File: src/rtl/aarm_pkg.sv
package aarm_pkg;
	localparam int MaxSteps = 30;
	localparam int FracBits = 30;
	localparam logic signed [15:0] HalfPiQ13 = 16'sd12868;
	localparam logic signed [15:0] PiQ13 = 16'sd25736;
	localparam logic signed [15:0] OneQ14 = 16'sd16384;
	localparam longint GainInf = 652032874;
	localparam longint GainCorr = 434688583;

	typedef struct packed {
		logic signed [15:0] angle;
		logic signed [15:0] axis_x;
		logic signed [15:0] axis_y;
		logic signed [15:0] axis_z;
	} in_item_t;

	typedef struct packed {
		logic signed [15:0] m00;
		logic signed [15:0] m01;
		logic signed [15:0] m02;
		logic signed [15:0] m10;
		logic signed [15:0] m11;
		logic signed [15:0] m12;
		logic signed [15:0] m20;
		logic signed [15:0] m21;
		logic signed [15:0] m22;
	} out_item_t;

	// atan(2^-i), 30 fractional bits
	function automatic logic signed [33:0] atan_lut(input int i);
		case (i)
			0: atan_lut = 34'sd843314857;
			1: atan_lut = 34'sd497837829;
			2: atan_lut = 34'sd263043837;
			3: atan_lut = 34'sd133525159;
			4: atan_lut = 34'sd67021687;
			5: atan_lut = 34'sd33543516;
			6: atan_lut = 34'sd16775851;
			7: atan_lut = 34'sd8388437;
			8: atan_lut = 34'sd4194283;
			9: atan_lut = 34'sd2097149;
			default: atan_lut = (i < MaxSteps) ? 34'sd1 <<< (FracBits - i) : 34'sd0;
		endcase
	endfunction

	function automatic logic [15:0] sat_round(input logic signed [47:0] v);
		logic signed [47:0] r;
		r = (v + 48'sd134217728) >>> 28;
		if (r > 48'sd16384)
			sat_round = 16'sd16384;
		else if (r < -48'sd16384)
			sat_round = -16'sd16384;
		else
			sat_round = r[15:0];
	endfunction
endpackage

File: src/rtl/aarm_cordic.sv
// one CORDIC micro-rotation per stage, stall-able
module aarm_cordic import aarm_pkg::*; #(
	parameter int CORDIC_STEPS = 14
) (
	input  logic clk,
	input  logic arst_n,
	input  logic en,
	input  logic vld_in,
	input  logic flip_in,
	input  logic signed [15:0] ang_in,
	input  logic [47:0] tag_in,
	output logic vld_out,
	output logic flip_out,
	output logic signed [15:0] cos_out,
	output logic signed [15:0] sin_out,
	output logic [47:0] tag_out
);
	localparam int N = (CORDIC_STEPS > MaxSteps) ? MaxSteps :
		((CORDIC_STEPS < 1) ? 1 : CORDIC_STEPS);
	localparam longint Kn = GainInf + ((GainCorr + (64'd1 << (2 * N - 1))) >> (2 * N));

	logic signed [33:0] x_s [N+1];
	logic signed [33:0] y_s [N+1];
	logic signed [33:0] z_s [N+1];
	logic               v_s [N+1];
	logic               f_s [N+1];
	logic [47:0]        t_s [N+1];

	assign x_s[0] = 34'(Kn);
	assign y_s[0] = '0;
	assign z_s[0] = 34'(ang_in) <<< (FracBits - 13);
	assign v_s[0] = vld_in;
	assign f_s[0] = flip_in;
	assign t_s[0] = tag_in;

	for (genvar i = 0; i < N; i++) begin : g_stage
		always_ff @(posedge clk or negedge arst_n) begin
			if (!arst_n)
				v_s[i+1] <= 1'b0;
			else if (en)
				v_s[i+1] <= v_s[i];
		end
		always_ff @(posedge clk) begin
			if (en) begin
				if (!z_s[i][33]) begin
					x_s[i+1] <= x_s[i] - (y_s[i] >>> i);
					y_s[i+1] <= y_s[i] + (x_s[i] >>> i);
					z_s[i+1] <= z_s[i] - atan_lut(i);
				end else begin
					x_s[i+1] <= x_s[i] + (y_s[i] >>> i);
					y_s[i+1] <= y_s[i] - (x_s[i] >>> i);
					z_s[i+1] <= z_s[i] + atan_lut(i);
				end
				f_s[i+1] <= f_s[i];
				t_s[i+1] <= t_s[i];
			end
		end
	end

	logic signed [33:0] xr, yr;
	assign xr = (x_s[N] + 34'sd32768) >>> 16;
	assign yr = (y_s[N] + 34'sd32768) >>> 16;
	assign vld_out = v_s[N];
	assign flip_out = f_s[N];
	assign cos_out = xr[15:0];
	assign sin_out = yr[15:0];
	assign tag_out = t_s[N];
endmodule

File: config.mk
export PLATFORM = sky130hd
export DESIGN_NAME = aarm_cordic
export DESIGN_NICKNAME = d
export VERILOG_FILES = /design/src/rtl/aarm_pkg.sv /design/src/rtl/aarm_cordic.sv
export SDC_FILE = /design/constraint.sdc
export NUM_CORES = 2
export LEC_CHECK = 0
export ABC_CLOCK_PERIOD_IN_PS = 12650
export BUFFER_PORTS_ARGS = -buffer_cell sky130_fd_sc_hd__buf_2
export CORE_MARGIN = 1.5
export CORE_UTILIZATION = 40
export CTS_CLUSTER_DIAMETER = 200
export CTS_CLUSTER_SIZE = 30
export DETAILED_ROUTE_END_ITERATION = 16
export GPL_TIMING_DRIVEN = 0
export PLACE_DENSITY = 0.54
export SLEW_MARGIN = 20
export SYNTH_ARGS = -nofsm -noshare
export SYNTH_HDL_FRONTEND = slang
export SYNTH_SLANG_ARGS = --single-unit
File: constraint.sdc
create_clock -name clk -period 12.65 [get_ports clk]
set_input_delay 2.53 -clock clk [delete_from_list [all_inputs] [get_ports clk]]
set_output_delay 2.53 -clock clk [all_outputs]
set_load 0.005 [all_outputs]
==> results by group <==
Status
  • Outcome: completed

Logic synthesis
  • Top-area cell type share of the netlist area: 0.4599
  • Post-Syn Instances: approximately 11000
  • Synth area leaders: edfxtp_1 46%, ha_1 12%, xnor2_1 7.2%, a21oi_1 4.8%, xor2_1 4.1%
  • Cell area after synthesis: about 120000 sq um
  • Synth Area per Inst: 10.84 sq um
  • Register bit total from synthesis: 1852
  • Post-Syn Nets: around 12000
  • Netlist cell types: between 100 and 150
  • Ys Warns: 0
  • Async S/R FF share, synth: 0.007559
  • Register area share after synthesis: 0.4628
  • Synth top cells by count: 1838 x edfxtp_1, 1146 x a21oi_1, 1134 x ha_1, 982 x xnor2_1, 921 x nor2_1
  • Synth area leader: edfxtp_1
  • Post-synth EDFFs: roughly 1800
  • Count leader, synth: edfxtp_1
  • Ys flop type: edfxtp_1

Critical path
  • Crit path capture type: register
  • CP peak stage delay: around 1.0 ns
  • Most common cell on crit path: o21ai_0
  • Worst Path Class, Setup: register to register
  • CP bufs+invs: 5
  • Crit path required time: around 13 ns
  • CP top delay family: buffers and inverters
  • CP startpoint kind: register
  • Crit path arrival time: about 7.1 ns
  • CP cell instances: buf_2 > buf_1 > clkbuf_1 > inv_1 > ha_1 > inv_1 > fa_1 > nor2b_1 > o21ai_0 > a21boi_0 > o21ai_0 > a21oi_1 > a31oi_1 > a31oi_1 > a221oi_1 > o21ai_0 > a21oi_1 > xnor2_1
  • Slowest-stage cell, CP: edfxtp_1
  • CP max FO: 22

CTS
  • CTS Buf Count: between 70 and 80
  • H-Tree Level Count: 3
  • Post-CTS setup buffers: 0
  • Clock insertion delay at the later pin of the skew report: approximately 0.8 ns
  • Sink Count: between 1500 and 2000
  • Clk pin slew, worst setup/hold paths: around 0.13 ns
  • CTS Hold Bufs: 0
  • Clk buf depth: 3
  • # resized after CTS: 0
  • TritonCTS clock tree: built
  • Root Driver: clkbuf_16

Floorplan
  • Core Area: ~300000 sq um
  • Ports: 151
  • FP Rows: 200
  • Die Ht: around 550 um
  • Initial Util: 0.4033
  • Die W: between 500 and 600 um
  • Die area: about 300000 sq um

Hold path
  • Worst min path class: register to register

Timing
  • Final worst path period need: ~6.5 ns
  • Worst slew margin relative to its limit: 0.2268
  • Worst slew pin tran: 1.159 ns
  • Period utilization: 0.5167
  • Setup-failing EPs final: 0
  • Max Fclk: between 150 and 200 MHz
  • Final Slew Violations: 0
  • Worst Skew: 0.06391 ns
  • Final hold vios: 0
  • RSZ-0062 raised after global routing: no
  • Fin Setup TNS: 0 ns

Cells and area
  • Fillers: approximately 28000
  • NumNets Final: 12539
  • Finished Cell Area: about 130000 sq um
  • Footprint of the multi-input gates: 61930 sq um
  • Area Growth Syn to Fin: 6.837%
  • Share of cells above drive strength 1: 0.04062
  • Sequential Area: between 50000 and 60000 sq um

Place
  • # port buffers: about 150
  • HPWL after DPL: between 200000 and 250000 um
  • GPL Wtd Cong: slightly above 0.9
  • Placed cell area: between 100000 and 150000 sq um

Global route
  • Antenna violations before repair: 6
  • Remaining Overflow, GRT: 0
  • Largest net degree at the start of global routing: about 160
  • First-pass GRT wire length: approximately 450000 um
  • Total global routing track utilization: 0.1876
  • Vias in the first global route: between 80000 and 90000

Detailed routing
  • DRC: 0
  • First-pass DRT Iterations: 6
  • Number of DRC markers in iteration 0: ~6200
  • Via density: around 5.5
  • Vias: 83607
  • Drt total wl: 292500 um
  • Final ANT Viol Nets: 0
  • WL per Instance: approximately 19 um

Flow run
  • Number of max-cap violations: 0
-- metal layers --
metal  vias up  track usage  wire length, um
met3       249      0.01875            11270
met2      1552       0.3230           139600
met1     40284       0.2555           136200
met5         -            0               17
met4         2      0.03789             5421
li1      41520            -                -
-- final cells by class --
class | instances | area share
diodes | 3 | 0.00005855
plain buffers | 184 | 0.006851
clock buffers | 82 | 0.01418
clock inverters | 10 | 0.001561
inverters | 444 | 0.01300
multi-input cells | 8586 | 0.4830
flip-flops and latches | 1852 | 0.4332
well taps | 3939 | 0.03844
repair buffers | 166 | 0.009661
-- placed cells by master, fill, tap and decap left out, types with 152 or more instances in the layout --
| master | instances |
|---|---|
| nand3_1 | 192 |
| o21a_1 | 169 |
| xor2_1 | 567 |
| nand2_1 | 479 |
| xnor2_1 | 982 |
| a21o_1 | 497 |
| nor2b_1 | 152 |
| inv_1 | 438 |
| o21ai_0 | 417 |
| nor2_1 | 921 |
| edfxtp_1 | 1838 |
| buf_2 | 152 |
| a21oi_1 | 1146 |
| nor3_1 | 262 |
| ha_1 | 1134 |
-- path summary, 6_finish.rpt --
check	startpoint	to	slack, ns	cells after the start
hold reg to reg	t_s[68]	tag_out[20]	0.41	0
min in group asynchronous	arst_n	v_s[5]	1.65	1
hold / removal	t_s[68]	tag_out[20]	0.41	0
max in group asynchronous	arst_n	v_s[10]	10.76	1
setup / recovery	z_s[441]	z_s[403]	6.11	18
setup reg to reg	z_s[441]	z_s[403]	6.11	18
-- state kept, by name, summed over array words and instances, names as in the netlist --
signal	cells
vld_out	1
v_s	13
f_s	13
t_s	624
flip_out	1
y_s	419
tag_out	48
z_s	331
x_s	402
-- cell families (layout without fill, tap and decap cells) --
group,after synthesis,in the layout,synth area share
XOR/XNOR,1550,1550,0.1132
buffers and inverters,628,886,0.02121
AO/OA/AOI/OAI,3053,3053,0.1603
flip-flops,1852,1852,0.4628
adder cells (fa/ha/maj),1165,1165,0.1234
AND/OR/NAND/NOR,2728,2728,0.1110
multiplexers,89,89,0.007976
other,1,4,0.00003125
-- per-stage QoR --
step	worst slack [ns]	instances	hold slack, ns	util
final	6.114	15266	0.4078	0.4309
after global routing	5.685	15265	0.4208	0.4309
after CTS	6.163	15262	0.4053	0.4307
after detailed placement	5.781	15170	0.4045	0.4240
after global placement	-23.35	15153	0.4002	0.4224
after floorplan	7.968	11066	0.4003	-
Power is left out: the tool's default activity adds up to more than one toggle a clock period on the data nets, which glitch-free logic cannot reach.
